**src/rtl/urs_pkg.sv**
```systemverilog
// Shared types and constants for the ultrasonic ranging and steering block.
// Used by every module under rtl; depends on nothing else.
`timescale 1ns / 1ps
`default_nettype none

package urs_pkg;

  // Event codes on the command field.
  typedef enum logic [1:0] {
    CMD_TRIGGER = 2'd0,
    CMD_ECHO    = 2'd1,
    CMD_TIMEOUT = 2'd2,
    CMD_UNUSED  = 2'd3
  } cmd_e;

  // Configuration register indexes.
  localparam int unsigned    CFG_IDX_W           = 3;
  localparam logic [2:0]     REG_RETRY_LIMIT     = 3'd0;
  localparam logic [2:0]     REG_TIMEOUT_STEP    = 3'd1;
  localparam logic [2:0]     REG_TIMEOUT_CAP     = 3'd2;
  localparam logic [2:0]     REG_MIN_ECHO_COUNT  = 3'd3;
  localparam logic [2:0]     REG_FOLLOW_DISTANCE = 3'd4;

  // Configuration reset values.
  localparam logic [3:0]     RETRY_LIMIT_RST     = 4'd10;
  localparam logic [9:0]     TIMEOUT_STEP_RST    = 10'd200;
  localparam logic [15:0]    TIMEOUT_CAP_RST     = 16'd3000;
  localparam logic [7:0]     MIN_ECHO_COUNT_RST  = 8'd10;
  localparam logic [9:0]     FOLLOW_DISTANCE_RST = 10'd150;

  localparam logic [15:0]    DIST_RST            = 16'hFFFF;

  // Echo conversion: floor(count*17/100) = (count*ECHO_MULT) >> ECHO_SHIFT
  // for every 16-bit count; the rounding error stays below 1/100.
  localparam int unsigned    ECHO_SHIFT          = 24;
  localparam logic [21:0]    ECHO_MULT           = 22'd2852127;

  typedef struct packed {
    logic [3:0]  retry_limit;
    logic [9:0]  timeout_step;
    logic [15:0] timeout_cap;
    logic [7:0]  min_echo_count;
    logic [9:0]  follow_distance;
  } cfg_t;

  // One word handed from the sensor front end to the steering back end.
  typedef struct packed {
    logic [15:0] front_dist;
    logic [15:0] side_dist;
    logic        fire;
    logic        run_steer;
  } evt_t;

  localparam int unsigned    QUEUE_DEPTH         = 2;
  localparam int unsigned    QPTR_W              = $clog2(QUEUE_DEPTH);

  // Steering arithmetic is done in a signed word wide enough for 7*65535.
  typedef logic signed [23:0] steer_t;

  localparam steer_t BACK_ENTER   = 24'sd80;
  localparam steer_t BACK_EXIT    = 24'sd200;
  localparam steer_t BACK_BASE    = 24'sd1200;
  localparam steer_t TURN_ENTER   = 24'sd230;
  localparam steer_t TURN_SIDE    = 24'sd250;
  localparam steer_t TURN_EXIT    = 24'sd400;
  localparam steer_t TURN_GAIN    = 24'sd300;
  localparam steer_t FWD_OFFSET   = 24'sd120;
  localparam steer_t SIDE_ENTER   = 24'sd70;
  localparam steer_t SIDE_TURN    = 24'sd300;
  localparam steer_t SIDE_MARGIN  = 24'sd20;
  localparam steer_t FOLLOW_BASE  = 24'sd500;
  localparam steer_t FOLLOW_REF   = 24'sd80;
  localparam steer_t CRUISE_FWD   = 24'sd1000;
  localparam steer_t TERM_LIMIT   = 24'sd1000;

endpackage

`default_nettype wire

```
**src/rtl/ultrasonic_ranging_steering.sv**
```systemverilog
// Ultrasonic ranging and steering: sensor front end, event queue, steering back end.
// An accepted word is written into a queue slot and popped into the output register.
// Throughput: one word per cycle unless stalled; the front end updates the distances in the
// accepting cycle and the back end runs the steering rule in the cycle it pops the queue.
// Reset: distances go to 65535, wait state, modes and held drives clear, registers
// take their default values; no clearing pass is needed.
`timescale 1ns / 1ps
`default_nettype none

module ultrasonic_ranging_steering (
  input  wire logic        clk_i,
  input  wire logic        rst_ni,
  input  wire logic        in_valid_i,
  output logic             in_stall_o,
  input  wire logic [1:0]  command_i,
  input  wire logic        channel_i,
  input  wire logic [15:0] echo_count_i,
  output logic             out_valid_o,
  input  wire logic        out_stall_i,
  output logic [11:0]      left_drive_o,
  output logic [11:0]      right_drive_o,
  output logic [15:0]      front_distance_o,
  output logic [15:0]      side_distance_o,
  output logic             fire_pulse_o,
  output logic             drive_updated_o,
  input  wire logic        cfg_valid_i,
  output logic             cfg_ready_o,
  input  wire logic [urs_pkg::CFG_IDX_W-1:0] cfg_index_i,
  input  wire logic [15:0] cfg_data_i
);

  urs_pkg::cfg_t cfg_q;
  urs_pkg::evt_t push_word;
  urs_pkg::evt_t pop_word;
  logic          q_full;
  logic          q_valid;
  logic          q_pop;
  logic          accept;

  assign cfg_ready_o = 1'b1;
  assign in_stall_o  = q_full;
  assign accept      = in_valid_i && !q_full;

  always_ff @(posedge clk_i or negedge rst_ni) begin
    if (!rst_ni) begin
      cfg_q.retry_limit     <= urs_pkg::RETRY_LIMIT_RST;
      cfg_q.timeout_step    <= urs_pkg::TIMEOUT_STEP_RST;
      cfg_q.timeout_cap     <= urs_pkg::TIMEOUT_CAP_RST;
      cfg_q.min_echo_count  <= urs_pkg::MIN_ECHO_COUNT_RST;
      cfg_q.follow_distance <= urs_pkg::FOLLOW_DISTANCE_RST;
    end else if (cfg_valid_i && cfg_ready_o) begin
      unique case (cfg_index_i)
        urs_pkg::REG_RETRY_LIMIT:     cfg_q.retry_limit     <= cfg_data_i[3:0];
        urs_pkg::REG_TIMEOUT_STEP:    cfg_q.timeout_step    <= cfg_data_i[9:0];
        urs_pkg::REG_TIMEOUT_CAP:     cfg_q.timeout_cap     <= cfg_data_i;
        urs_pkg::REG_MIN_ECHO_COUNT:  cfg_q.min_echo_count  <= cfg_data_i[7:0];
        urs_pkg::REG_FOLLOW_DISTANCE: cfg_q.follow_distance <= cfg_data_i[9:0];
        default: begin
        end
      endcase
    end
  end

  urs_front u_front (
    .clk_i        (clk_i),
    .rst_ni       (rst_ni),
    .accept_i     (accept),
    .command_i    (command_i),
    .channel_i    (channel_i),
    .echo_count_i (echo_count_i),
    .cfg_i        (cfg_q),
    .evt_o        (push_word)
  );

  urs_queue u_queue (
    .clk_i       (clk_i),
    .rst_ni      (rst_ni),
    .push_i      (accept),
    .push_data_i (push_word),
    .full_o      (q_full),
    .pop_i       (q_pop),
    .valid_o     (q_valid),
    .pop_data_o  (pop_word)
  );

  urs_back u_back (
    .clk_i             (clk_i),
    .rst_ni            (rst_ni),
    .evt_valid_i       (q_valid),
    .evt_i             (pop_word),
    .pop_o             (q_pop),
    .follow_distance_i (cfg_q.follow_distance),
    .out_valid_o       (out_valid_o),
    .out_stall_i       (out_stall_i),
    .left_drive_o      (left_drive_o),
    .right_drive_o     (right_drive_o),
    .front_distance_o  (front_distance_o),
    .side_distance_o   (side_distance_o),
    .fire_pulse_o      (fire_pulse_o),
    .drive_updated_o   (drive_updated_o)
  );

endmodule

`default_nettype wire

```
**src/rtl/urs_front.sv**
```systemverilog
// Sensor front end: takes events, keeps per-channel wait state and both
// distance estimates, and emits one event word per item. Uses urs_pkg.
`timescale 1ns / 1ps
`default_nettype none

module urs_front (
  input  wire logic          clk_i,
  input  wire logic          rst_ni,
  input  wire logic          accept_i,
  input  wire logic [1:0]    command_i,
  input  wire logic          channel_i,
  input  wire logic [15:0]   echo_count_i,
  input  wire urs_pkg::cfg_t cfg_i,
  output urs_pkg::evt_t      evt_o
);

  logic [15:0] front_dist_q, front_dist_d;
  logic [15:0] side_dist_q, side_dist_d;
  logic        waiting_q [2];
  logic        waiting_d [2];
  logic [3:0]  missed_q [2];
  logic [3:0]  missed_d [2];

  logic [15:0] cur_dist;
  logic [15:0] new_dist;
  logic [37:0] echo_prod;
  logic [16:0] step_sum;
  logic [3:0]  missed_inc;
  logic        fire;
  logic        run_steer;
  urs_pkg::cmd_e cmd;

  assign cmd        = urs_pkg::cmd_e'(command_i);
  assign cur_dist   = channel_i ? side_dist_q : front_dist_q;
  assign echo_prod  = 38'(echo_count_i) * 38'(urs_pkg::ECHO_MULT);
  assign step_sum   = {1'b0, cur_dist} + {7'b0, cfg_i.timeout_step};
  assign missed_inc = missed_q[channel_i] + 4'd1;

  always_comb begin
    waiting_d    = waiting_q;
    missed_d     = missed_q;
    new_dist     = cur_dist;
    fire         = 1'b0;
    run_steer    = 1'b0;
    unique case (cmd)
      urs_pkg::CMD_TRIGGER: begin
        if (waiting_q[channel_i]) begin
          // A trigger while still waiting counts as a missed echo.
          if (missed_inc >= cfg_i.retry_limit) begin
            missed_d[channel_i]  = 4'd0;
            waiting_d[channel_i] = 1'b0;
          end else begin
            missed_d[channel_i] = missed_inc;
          end
        end else begin
          waiting_d[channel_i] = 1'b1;
          fire                 = 1'b1;
        end
      end
      urs_pkg::CMD_ECHO: begin
        if (waiting_q[channel_i] && (echo_count_i >= {8'b0, cfg_i.min_echo_count})) begin
          new_dist             = 16'(echo_prod[37:urs_pkg::ECHO_SHIFT]);
          waiting_d[channel_i] = 1'b0;
          run_steer            = 1'b1;
        end
      end
      urs_pkg::CMD_TIMEOUT: begin
        waiting_d[channel_i] = 1'b0;
        if (cur_dist < cfg_i.timeout_cap) begin
          new_dist = step_sum[16] ? 16'hFFFF : step_sum[15:0];
        end
        run_steer = 1'b1;
      end
      urs_pkg::CMD_UNUSED: begin
      end
      default: begin
      end
    endcase
  end

  always_comb begin
    front_dist_d = front_dist_q;
    side_dist_d  = side_dist_q;
    if (channel_i) begin
      side_dist_d = new_dist;
    end else begin
      front_dist_d = new_dist;
    end
  end

  assign evt_o.front_dist = front_dist_d;
  assign evt_o.side_dist  = side_dist_d;
  assign evt_o.fire       = fire;
  assign evt_o.run_steer  = run_steer;

  always_ff @(posedge clk_i or negedge rst_ni) begin
    if (!rst_ni) begin
      front_dist_q <= urs_pkg::DIST_RST;
      side_dist_q  <= urs_pkg::DIST_RST;
      waiting_q[0] <= 1'b0;
      waiting_q[1] <= 1'b0;
      missed_q[0]  <= 4'd0;
      missed_q[1]  <= 4'd0;
    end else if (accept_i) begin
      front_dist_q <= front_dist_d;
      side_dist_q  <= side_dist_d;
      waiting_q    <= waiting_d;
      missed_q     <= missed_d;
    end
  end

endmodule

`default_nettype wire

```
**src/rtl/urs_queue.sv**
```systemverilog
// Short queue of event words between the sensor front end and the steering
// back end. Uses urs_pkg for the word type and depth.
`timescale 1ns / 1ps
`default_nettype none

module urs_queue (
  input  wire logic          clk_i,
  input  wire logic          rst_ni,
  input  wire logic          push_i,
  input  wire urs_pkg::evt_t push_data_i,
  output logic               full_o,
  input  wire logic          pop_i,
  output logic               valid_o,
  output urs_pkg::evt_t      pop_data_o
);

  localparam int unsigned CNT_W = $clog2(urs_pkg::QUEUE_DEPTH + 1);

  urs_pkg::evt_t                 slot_q [urs_pkg::QUEUE_DEPTH];
  logic [urs_pkg::QPTR_W-1:0]    wr_ptr_q, rd_ptr_q;
  logic [CNT_W-1:0]              count_q;

  assign full_o     = (count_q == CNT_W'(urs_pkg::QUEUE_DEPTH));
  assign valid_o    = (count_q != '0);
  assign pop_data_o = slot_q[rd_ptr_q];

  always_ff @(posedge clk_i) begin
    if (push_i) begin
      slot_q[wr_ptr_q] <= push_data_i;
    end
  end

  always_ff @(posedge clk_i or negedge rst_ni) begin
    if (!rst_ni) begin
      wr_ptr_q <= '0;
      rd_ptr_q <= '0;
      count_q  <= '0;
    end else begin
      if (push_i) begin
        wr_ptr_q <= (wr_ptr_q == urs_pkg::QPTR_W'(urs_pkg::QUEUE_DEPTH - 1)) ? '0 :
                    wr_ptr_q + urs_pkg::QPTR_W'(1);
      end
      if (pop_i) begin
        rd_ptr_q <= (rd_ptr_q == urs_pkg::QPTR_W'(urs_pkg::QUEUE_DEPTH - 1)) ? '0 :
                    rd_ptr_q + urs_pkg::QPTR_W'(1);
      end
      if (push_i && !pop_i) begin
        count_q <= count_q + CNT_W'(1);
      end else if (pop_i && !push_i) begin
        count_q <= count_q - CNT_W'(1);
      end
    end
  end

endmodule

`default_nettype wire

```
**src/rtl/urs_back.sv**
```systemverilog
// Steering back end: runs the mode rule on each event word that asks for it,
// holds the last drives and registers the result word. Uses urs_pkg.
`timescale 1ns / 1ps
`default_nettype none

module urs_back (
  input  wire logic          clk_i,
  input  wire logic          rst_ni,
  input  wire logic          evt_valid_i,
  input  wire urs_pkg::evt_t evt_i,
  output logic               pop_o,
  input  wire logic [9:0]    follow_distance_i,
  output logic               out_valid_o,
  input  wire logic          out_stall_i,
  output logic [11:0]        left_drive_o,
  output logic [11:0]        right_drive_o,
  output logic [15:0]        front_distance_o,
  output logic [15:0]        side_distance_o,
  output logic               fire_pulse_o,
  output logic               drive_updated_o
);

  logic        backing_q, backing_d;
  logic        turning_q, turning_d;
  logic        side_back_q, side_back_d;
  logic [11:0] left_hold_q, right_hold_q;
  logic [11:0] left_new, right_new;
  logic        out_valid_q;
  logic [11:0] left_q, right_q;
  logic [15:0] front_q, side_q;
  logic        fire_q, upd_q;

  urs_pkg::steer_t f, s, d, m, turn, fwd, turn_c, fwd_c;

  assign f = urs_pkg::steer_t'({8'b0, evt_i.front_dist});
  assign s = urs_pkg::steer_t'({8'b0, evt_i.side_dist});
  assign d = urs_pkg::steer_t'({14'b0, follow_distance_i});
  assign m = urs_pkg::TURN_GAIN + 24'sd3 * (urs_pkg::TURN_ENTER - f);

  always_comb begin
    backing_d   = backing_q;
    turning_d   = turning_q;
    side_back_d = side_back_q;
    turn        = '0;
    fwd         = '0;
    priority if ((f < urs_pkg::BACK_ENTER) || backing_q) begin
      fwd       = f * 24'sd7 - urs_pkg::BACK_BASE;
      backing_d = !(f > urs_pkg::BACK_EXIT);
    end else if ((f < urs_pkg::TURN_ENTER) || turning_q) begin
      // Turn by m when the side wall is within TURN_SIDE, by -m when it is farther.
      turn      = (s > urs_pkg::TURN_SIDE) ? -m : m;
      fwd       = f - urs_pkg::FWD_OFFSET;
      turning_d = !(f > urs_pkg::TURN_EXIT);
    end else if ((s < urs_pkg::SIDE_ENTER) || side_back_q) begin
      turn        = urs_pkg::SIDE_TURN;
      fwd         = s >>> 1;
      side_back_d = !(s > d + urs_pkg::SIDE_MARGIN);
    end else if (s < d * 24'sd3) begin
      fwd  = urs_pkg::FOLLOW_BASE + 24'sd3 * (s - urs_pkg::FOLLOW_REF);
      turn = d - s;
    end else begin
      fwd = urs_pkg::CRUISE_FWD;
    end
  end

  always_comb begin
    turn_c = turn;
    fwd_c  = fwd;
    if (turn > urs_pkg::TERM_LIMIT) begin
      turn_c = urs_pkg::TERM_LIMIT;
    end else if (turn < -urs_pkg::TERM_LIMIT) begin
      turn_c = -urs_pkg::TERM_LIMIT;
    end
    if (fwd > urs_pkg::TERM_LIMIT) begin
      fwd_c = urs_pkg::TERM_LIMIT;
    end else if (fwd < -urs_pkg::TERM_LIMIT) begin
      fwd_c = -urs_pkg::TERM_LIMIT;
    end
  end

  assign left_new  = 12'(fwd_c + turn_c);
  assign right_new = 12'(fwd_c - turn_c);

  // Take a word whenever the output register is empty or being emptied.
  assign pop_o = evt_valid_i && (!out_valid_q || !out_stall_i);

  always_ff @(posedge clk_i or negedge rst_ni) begin
    if (!rst_ni) begin
      backing_q    <= 1'b0;
      turning_q    <= 1'b0;
      side_back_q  <= 1'b0;
      left_hold_q  <= '0;
      right_hold_q <= '0;
      out_valid_q  <= 1'b0;
    end else begin
      if (pop_o && evt_i.run_steer) begin
        backing_q    <= backing_d;
        turning_q    <= turning_d;
        side_back_q  <= side_back_d;
        left_hold_q  <= left_new;
        right_hold_q <= right_new;
      end
      if (pop_o) begin
        out_valid_q <= 1'b1;
      end else if (!out_stall_i) begin
        out_valid_q <= 1'b0;
      end
    end
  end

  always_ff @(posedge clk_i) begin
    if (pop_o) begin
      left_q  <= evt_i.run_steer ? left_new : left_hold_q;
      right_q <= evt_i.run_steer ? right_new : right_hold_q;
      front_q <= evt_i.front_dist;
      side_q  <= evt_i.side_dist;
      fire_q  <= evt_i.fire;
      upd_q   <= evt_i.run_steer;
    end
  end

  assign out_valid_o      = out_valid_q;
  assign left_drive_o     = left_q;
  assign right_drive_o    = right_q;
  assign front_distance_o = front_q;
  assign side_distance_o  = side_q;
  assign fire_pulse_o     = fire_q;
  assign drive_updated_o  = upd_q;

endmodule

`default_nettype wire
```
**config.mk**
```make
export PLATFORM = sky130hd
export DESIGN_NAME = ultrasonic_ranging_steering
export DESIGN_NICKNAME = d
export VERILOG_FILES = /design/src/rtl/urs_pkg.sv /design/src/rtl/ultrasonic_ranging_steering.sv /design/src/rtl/urs_front.sv /design/src/rtl/urs_queue.sv /design/src/rtl/urs_back.sv
export SDC_FILE = /design/constraint.sdc
export NUM_CORES = 1
export LEC_CHECK = 0
export BUFFER_PORTS_ARGS = -buffer_cell sky130_fd_sc_hd__buf_2
export CAP_MARGIN = 0
export CORE_ASPECT_RATIO = 1.2
export CORE_MARGIN = 10
export CORE_UTILIZATION = 45
export DETAILED_ROUTE_END_ITERATION = 10
export GPL_TIMING_DRIVEN = 0
export PLACE_DENSITY = 0.72
export SYNTH_ARGS = -nofsm -noshare
export SYNTH_HDL_FRONTEND = slang
export SYNTH_SLANG_ARGS = --single-unit
```
**constraint.sdc**
```tcl
create_clock -name clk_i -period 8.79 [get_ports clk_i]
set_input_delay 1.758 -clock clk_i [delete_from_list [all_inputs] [get_ports clk_i]]
set_output_delay 1.758 -clock clk_i [all_outputs]
set_load 0.05 [all_outputs]
```
==> impl_metrics.json, run 1 <==
{
  "cp-end-kind": "flip-flop",
  "stdcell_count": 3792,
  "grt_antenna_before_repair": 2,
  "clkTransAtPathRegs_ps": 70,
  "rows": 97,
  "grt_overflow_total": 0,
  "hold_depth": 2,
  "final_cell_mix": "ha_1, inv_1, nand2_1",
  "die_area_mm2": 0.06931,
  "route.detailed.drc": 0,
  "crit_fanout": 10,
  "status": "finished clean",
  "holdBufCountCts": 0,
  "core-area_mm2": 0.05850,
  "syn_area_per_cell_um2": 9.584,
  "cts_tree": "yes",
  "track_usage": 0.2118,
  "clk_path_buf_depth": 3,
  "initial_core_util": 0.4550,
  "crit_required_ps": 9220,
  "cts_made_buffers": 27,
  "hold_viol": 0,
  "report.final.slew_viol_count": 0,
  "drive_gt1_frac": 0.1870,
  "whs_endpoint": "u_front.missed_q[5]",
  "cp-start-kind": "flip-flop",
  "synth_edf_count": 125,
  "io_pins": 104,
  "crit_slowest_cell": "dfrtp_2",
  "drt_iter0_markers": 1490,
  "clock_latency_ps": 590,
  "die_h_um": 286.4,
  "multiInputGateArea_mm2": 0.01916,
  "fmax_mhz": 116.1,
  "grt_max_degree": 96,
  "place_congestion": 0.9995,
  "area_delta_synth_final_pct": 15.00,
  "crit_path_max_incr_delay_ps": 540,
  "htreeDepth": 1,
  "vias_per_cell": 5.751,
  "syn_area_mm2": 0.02661,
  "finalClockSkew_ps": 22.15,
  "pre_cts_ws_ps": -2136,
  "mostFrequentLayoutCell": "ha_1",
  "synth_nets": 3365,
  "synthArstFlopShare": 0.4919,
  "routed_wl_um": 76780,
  "crit_type": "reg -> reg",
  "max_slew_margin": 0.3426,
  "min_from": "u_front.missed_q[5]",
  "place_inst": 3673,
  "dieWidth_um": 242.0,
  "clock-sinks": 246,
  "r2r-end": "u_back.left_hold_q[11]",
  "worst_slew_pin_slew_ps": 958.7,
  "ys_ff_latch": 246,
  "rrSetupSlack_ps": 180,
  "r2r-start": "u_queue.rd_ptr_q",
  "final_nets": 3567,
  "diodes": 0,
  "finalHoldWorstSlack_ps": 478.2,
  "numPortBuffers": 102,
  "grt_pass1_wl_um": 118800,
  "grt_pass1_vias": 21884,
  "yosysSeqAreaShare": 0.2572,
  "setup_ws_ps": 176.1,
  "drt_pre_antenna_iters": 6,
  "regArea_mm2": 0.006845,
  "place_hpwl_um": 61420,
  "finalCriticalPeriod_ps": 8614,
  "root_buffer": "clkbuf_16",
  "ys.flop_type": "edfxtp_1",
  "wl_per_cell_um": 20.25,
  "setup-violations-final": 0,
  "yosys_warnings": 0,
  "cp.arrival_ps": 9050,
  "synthDistinctLibCells": 117,
  "vias": 21808,
  "fillers": 5304,
  "rr_worst_depth": 39,
  "max_cap_violations": 0,
  "netlist_instances": 2777,
  "postRouteAntennaNets": 0,
  "period_share": 0.9800,
  "hold_path_class": "reg -> reg"
}
flip-flops by register name, summed over array words and instances, names as in the netlist, 2 cells and up, named ones only:
signal                   flops
u_queue.count_q              2
u_front.side_dist_q         16
u_back.left_hold_q          11
u_queue.slot_q              68
u_back.left_drive_o         11
u_back.right_hold_q         12
cfg_q                       48
u_back.side_distance_o      16
u_back.front_distance_o     16
u_back.right_drive_o        12
u_front.missed_q             8
u_front.front_dist_q        16
worst max-delay path by stage:
stage | cells past startpoint | end | from | slack [ps]
2_1_floorplan | 40 | u_back.left_drive_o[11] | u_queue.rd_ptr_q | 30
3_3_place_gp | 42 | u_back.left_drive_o[10] | u_queue.rd_ptr_q | -2100
3_5_place_dp | 42 | u_back.left_drive_o[10] | u_queue.rd_ptr_q | -2140
4_1_cts | 34 | u_back.left_drive_o[11] | u_queue.rd_ptr_q | 0.2
5_1_grt | 40 | u_back.left_hold_q[11] | u_queue.rd_ptr_q | -120
6_report | 39 | u_back.left_hold_q[11] | u_queue.rd_ptr_q | 180
cell type report:
| class | count | area share |
|---|---|---|
| Buffer | 66 | 0.01206 |
| Clock buffer | 34 | 0.02498 |
| Clock inverter | 16 | 0.004579 |
| Inverter | 306 | 0.03786 |
| Multi-Input combinational cell | 2153 | 0.6262 |
| Sequential cell | 246 | 0.2237 |
| Tap cell | 792 | 0.03238 |
| Timing Repair Buffer | 179 | 0.03831 |
cell families after synthesis:
group,share of synthesized area
compound gates,0.1800
xor+xnor,0.04701
fa+ha+maj,0.2935
buf+inv,0.05623
flops,0.2572
mux,0.04461
other cells,0.0001409
simple gates,0.1214
Yosys cell counts (50+ instances only):
cell type  instances  share of area
a21o_1            69          0.019
fa_1             132          0.099
mux2_2            63          0.027
dfrtp_1           71          0.067
edfxtp_1         125           0.14
nand3_1           52         0.0098
nor2_1           144          0.020
a21oi_1          143          0.027
xnor2_1          101          0.033
ha_1             413           0.19
nand2_1          220          0.031
o21ai_0          172          0.032
inv_1            301          0.042
dfstp_2           50          0.049
per-layer routing:
| layer | share of wire | up-vias | GRT usage |
|---|---|---|---|
| met5 | 0.00027 | - | 0 |
| met4 | 0.058 | 4 | 0.1057 |
| met3 | 0.041 | 216 | 0.02147 |
| met2 | 0.52 | 685 | 0.4004 |
| met1 | 0.38 | 10568 | 0.2322 |
| li1 | - | 10335 | - |
stage by stage:
stage | setup TNS, ps | utilization | instance area [um2]
after floorplan | 0 | - | 26610
after global placement | -68180 | 0.4806 | 28120
after detailed placement | -71570 | 0.4817 | 28180
after CTS | 0 | 0.5039 | 29470
after global routing | -520.4 | 0.5232 | 30610
final | 0 | 0.5232 | 30610
what timing repair did:
item | CTS | global route
pin swaps | 14 | 68
setup endpoints to repair | 46 | 38
buffers inserted | 16 | 59
resized for setup | 61 | 138
critical path: cells and delay by family (launching register included):
family          cells  cell delay [ps]
flops               1              540
mux                 1              310
fa+ha+maj           5             1570
buf+inv             8             1120
compound gates     14             2840
xor+xnor            2              480
simple gates        9             1560
Power of run 1 is not shown: default switching activity piles up to over one toggle a cycle in this logic, so the estimate is an artifact.
==> run 2, diff against run 1 <==
--- a/config.mk
+++ b/config.mk
@@ -13,6 +13,7 @@
 export DETAILED_ROUTE_END_ITERATION = 10
 export GPL_TIMING_DRIVEN = 0
 export PLACE_DENSITY = 0.72
+export RECOVER_POWER = 50
 export SYNTH_ARGS = -nofsm -noshare
 export SYNTH_HDL_FRONTEND = slang
 export SYNTH_SLANG_ARGS = --single-unit
==> run 2 against run 1 <==
The flow now finishes with violations (capacitance limit, slew limit). Clock-buffer cell count did not move. Wire length about the same. Flip-flop and latch count stayed put. Global-route usage stayed put. Critical endpoint unchanged.
==> impl_metrics.json, run 2 (synthesis gave the netlist of run 1 again) <==
{
  "place_hpwl_um": 61420,
  "grt_pass1_wl_um": 118800,
  "finalHoldWorstSlack_ps": 478.2,
  "drt_iter0_markers": 1490,
  "dpl_cell_area_mm2": 0.02818,
  "crit_required_ps": 9220,
  "gr-usage-met3": 0.02147,
  "io_pins": 104,
  "cp.arrival_ps": 9050,
  "setup_ws_ps": 169.7,
  "largestRegisters": "u_queue.slot_q: 68 flops, cfg_q: 48 flops",
  "drive_gt1_frac": 0.1867,
  "grt_pass1_vias": 21884,
  "crit_type": "reg -> reg",
  "max_cap_violations": 1,
  "htreeDepth": 1,
  "vias": 21827,
  "place_inst": 3673,
  "stdcell_count": 3792,
  "route.detailed.drc": 0,
  "cp-start-kind": "flip-flop",
  "crit_path_max_incr_delay_ps": 540,
  "dieWidth_um": 242.0,
  "grt_antenna_before_repair": 2,
  "finalClockSkew_ps": 21.93,
  "crit_fanout": 10,
  "final_nets": 3567,
  "cpLargestDelayFamily": "compound AO/OA/AOI/OAI gates",
  "hold_path_class": "reg -> reg",
  "vias_per_cell": 5.756,
  "clock_latency_ps": 590,
  "max_slew_margin": -0.2918,
  "area_delta_synth_final_pct": 14.97,
  "holdBufCountCts": 0,
  "die_h_um": 286.4,
  "cp-end-kind": "flip-flop",
  "clkTransAtPathRegs_ps": 70,
  "track_usage": 0.2118,
  "fmax_mhz": 116.0,
  "largest-register": "u_queue.slot_q",
  "initial_core_util": 0.4550,
  "use_met1": 0.2322,
  "setup-violations-final": 0,
  "period_share": 0.9807,
  "violations": "capacitance limit, slew limit",
  "finalCriticalPeriod_ps": 8620,
  "diodes": 0,
  "multiInputGateArea_mm2": 0.01916,
  "place_congestion": 0.9995,
  "status": "finished with violations",
  "die_area_mm2": 0.06931,
  "grt_util_met2": 0.4004,
  "final_cell_mix": "ha_1, inv_1, nand2_1",
  "root_buffer": "clkbuf_16",
  "grt_max_degree": 96,
  "core-area_mm2": 0.05850,
  "cp.buffers_inverters": 8,
  "fillers": 5306,
  "postRouteAntennaNets": 0,
  "cts_made_buffers": 27,
  "wl_per_cell_um": 20.25,
  "regArea_mm2": 0.006845,
  "pre_cts_ws_ps": -2136,
  "rows": 97,
  "report.final.slew_viol_count": 27,
  "hold_viol": 0,
  "stdcell_area_mm2": 0.03060,
  "mostFrequentLayoutCell": "ha_1",
  "clk_path_buf_depth": 3,
  "cts_tree": "yes",
  "clock-sinks": 246,
  "drt_pre_antenna_iters": 8,
  "largest_reg_flops": 68,
  "grt.busiest_layer": "met2",
  "grt_overflow_total": 0,
  "worst_slew_pin_slew_ps": 1938,
  "routed_wl_um": 76790,
  "numPortBuffers": 102,
  "crit_slowest_cell": "dfrtp_2"
}
## run 2: cell count changes in the layout (fill, tap and decap cells not counted), sizes merged
cell,previous run,this run
buf,209,208
clkbuf,70,71
## run 2: worst paths after layout
path                                                 to  slack [ps]           startpoint  cells after the start
worst max-delay path             u_back.left_hold_q[11]         170     u_queue.rd_ptr_q                     39
worst min register to register      u_front.missed_q[5]         480  u_front.missed_q[5]                      2
min in group asynchronous       u_back.right_hold_q[11]        1710               rst_ni                      1
worst min-delay path                u_front.missed_q[5]         480  u_front.missed_q[5]                      2
worst max register to register   u_back.left_hold_q[11]         170     u_queue.rd_ptr_q                     39
max in group asynchronous              u_queue.rd_ptr_q        5790               rst_ni                      2
## run 2: final cells by class
cell class                      instances  share of cell area
Multi-Input combinational cell       2153              0.6263
Sequential cell                       246              0.2237
Timing Repair Buffer                  179             0.03807
Inverter                              306             0.03787
Tap cell                              792             0.03239
Clock buffer                           34             0.02498
Buffer                                 66             0.01206
Clock inverter                         16            0.004580
## run 2: repair_timing
item | 4_1_cts | 5_1_grt
pin swaps | 14 | 68
buffers inserted | 16 | 59
gates resized for setup | 61 | 138
cloned | 0 | 0
endpoints found under the setup margin | 46 | 38
## run 2: worst min-delay path, delay by kind of cell, from the launching register on
| kind | cells | cell delay (ps) |
|---|---|---|
| DFF | 1 | 340 |
| and+or+nand+nor | 1 | 40 |
| AOI/OAI and AO/OA | 1 | 60 |
## run 2: layer usage
metal | vias up | routed length (um) | part of all wire
met2 | 694 | 39760 | 0.52
met3 | 216 | 3214 | 0.042
li1 | 10334 | - | -
met4 | 4 | 4459 | 0.058
met5 | - | 21 | 0.00027
met1 | 10579 | 29330 | 0.38
## run 2: stage by stage
step,TNS (ps),util
2_1_floorplan,0,-
3_3_place_gp,-68180,0.4806
3_5_place_dp,-71570,0.4817
4_1_cts,0,0.5039
5_1_grt,-520.5,0.5231
6_report,0,0.5231
Power of run 2 is left out for the same reason.
==> run 3, diff against run 2 <==
--- a/config.mk
+++ b/config.mk
@@ -12,7 +12,6 @@
 export CORE_UTILIZATION = 45
 export DETAILED_ROUTE_END_ITERATION = 10
 export GPL_TIMING_DRIVEN = 0
-export PLACE_DENSITY = 0.72
 export RECOVER_POWER = 50
 export SYNTH_ARGS = -nofsm -noshare
 export SYNTH_HDL_FRONTEND = slang
==> run 3 against run 2 <==
The flow still finishes with violations (capacitance limit, slew limit). Wire length is 5.6% higher. Register-to-register slack better by 110 ps. Clock skew hardly changed. Via count is 0.85% lower. Hold slack better by 1.2 ps. Largest cell class unchanged.
==> impl_metrics.json, run 3 (synthesis gave the netlist of run 1 again) <==
{
  "status": "finished with violations",
  "violations": "capacitance limit, slew limit",
  "finalCriticalPeriod_ps": 8507,
  "drive_gt1_frac": 0.1856,
  "clkTransAtPathRegs_ps": 60,
  "die_h_um": 286.4,
  "highest_layer": "met5",
  "report.final.slew_viol_count": 27,
  "postRouteAntennaNets": 0,
  "grt_pass1_wl_um": 124600,
  "mostFrequentLayoutCell": "ha_1",
  "grt_pass1_vias": 22086,
  "r2r-end": "u_back.left_hold_q[10]",
  "crit_slowest_cell": "fa_1",
  "crit_fanout": 8,
  "crit_type": "reg -> reg",
  "die_area_mm2": 0.06931,
  "largest_reg_flops": 68,
  "drt_pre_antenna_iters": 6,
  "fmax_mhz": 117.5,
  "largest-register": "u_queue.slot_q",
  "rows": 97,
  "crit_required_ps": 9220,
  "setup-violations-final": 0,
  "drt_iter0_markers": 1222,
  "htreeDepth": 1,
  "initial_core_util": 0.4550,
  "cp.arrival_ps": 8940,
  "max_slew_margin": -0.4041,
  "rsz0062_at_grt": "true",
  "routed_wl_um": 81060,
  "io_pins": 104,
  "clock_latency_ps": 580,
  "whs_endpoint": "u_back.left_hold_q[5]",
  "stdcell_area_mm2": 0.03061,
  "numPortBuffers": 102,
  "track_usage": 0.2260,
  "period_share": 0.9678,
  "final_cell_mix": "ha_1, inv_1, nand2_1",
  "largestRegisters": "u_queue.slot_q: 68 flops, cfg_q: 48 flops",
  "holdBufCountCts": 0,
  "root_buffer": "clkbuf_16",
  "grt_antenna_before_repair": 1,
  "finalClockSkew_ps": 21.50,
  "cp-end-kind": "flip-flop",
  "hold_path_class": "reg -> reg",
  "hold_depth": 2,
  "vias": 21641,
  "grt_max_degree": 96,
  "hold_viol": 0,
  "critPathLaunch": "u_queue.rd_ptr_q",
  "cts_made_buffers": 29,
  "core-area_mm2": 0.05850,
  "cpLargestDelayFamily": "compound AO/OA/AOI/OAI gates",
  "clk_path_buf_depth": 3,
  "place_hpwl_um": 65930,
  "cp.buffers_inverters": 9,
  "clock-sinks": 246,
  "route.detailed.drc": 0,
  "place_congestion": 0.9859,
  "diodes": 0,
  "grt_overflow_total": 0,
  "min_from": "u_back.left_hold_q[5]",
  "final_nets": 3557,
  "wl_met3_um": 2854,
  "wl_met2_um": 42800,
  "wl_met1_um": 31260,
  "cp-start-kind": "flip-flop",
  "wl_per_cell_um": 21.43,
  "dieWidth_um": 242.0,
  "cts_tree": "yes",
  "worst_slew_pin_slew_ps": 2106,
  "rr_worst_depth": 35,
  "r2r-start": "u_queue.rd_ptr_q",
  "crit_path_max_incr_delay_ps": 640,
  "dpl_cell_area_mm2": 0.02820,
  "vias_per_cell": 5.721,
  "area_delta_synth_final_pct": 15.03,
  "max_cap_violations": 1,
  "rrSetupSlack_ps": 280
}
run 3: worst register-to-register path: cells and delay by family (launching register included):
kind	cells	cell delay, ps
multiplexers	1	190
XOR/XNOR	3	760
buffers and inverters	9	1260
flip-flops	1	410
AO/OA/AOI/OAI	11	2890
adder cells (fa/ha/maj)	6	2210
AND/OR/NAND/NOR	5	680
run 3: what timing repair did:
| action | CTS | global route |
|---|---|---|
| setup buffers | 20 | 40 |
| pin swaps | 17 | 43 |
| cloned | 0 | 1 |
| setup endpoints to repair | 54 | 27 |
| gates resized for setup | 93 | 116 |
run 3: worst max path at each step:
stage                          endpoint  slack, ps  cells past startpoint
3_5_place_dp    u_back.left_drive_o[10]      -2170                     42
2_1_floorplan   u_back.left_drive_o[11]         30                     40
5_1_grt        u_back.right_drive_o[10]       -100                     42
3_3_place_gp    u_back.left_drive_o[10]      -2090                     42
4_1_cts        u_back.right_drive_o[10]         40                     42
6_report         u_back.left_hold_q[10]        280                     35
run 3: metrics by stage:
stage                     setup TNS [ps]    util  instances  setup WS (ps)  hold slack, ps
after global placement            -76080  0.4806       3671          -2093           456.6
final                                  0  0.5233       3783          282.8           479.4
after global routing              -284.4  0.5233       3783         -103.8           498.4
after detailed placement          -77190  0.4820       3674          -2175           469.9
after CTS                              0  0.5073       3742          37.23           482.7
after floorplan                        0       -       2777          31.01           444.4
run 3: cell type report:
cell class	instances	area [um2]
buffer	67	396.6
multi-input combinational	2153	19240
timing repair buffer	166	1069
tap	792	991.0
clock buffer	34	774.5
clock inverter	19	133.9
fill	5399	27880
inverter	306	1164
sequential	246	6844
run 3: routing by layer:
layer,vias to the layer above,GRT usage
li1,10321,-
met1,10594,0.2448
met2,546,0.4362
met3,178,0.02156
met4,2,0.1031
met5,-,0
Power of run 3 is left out for the same reason.
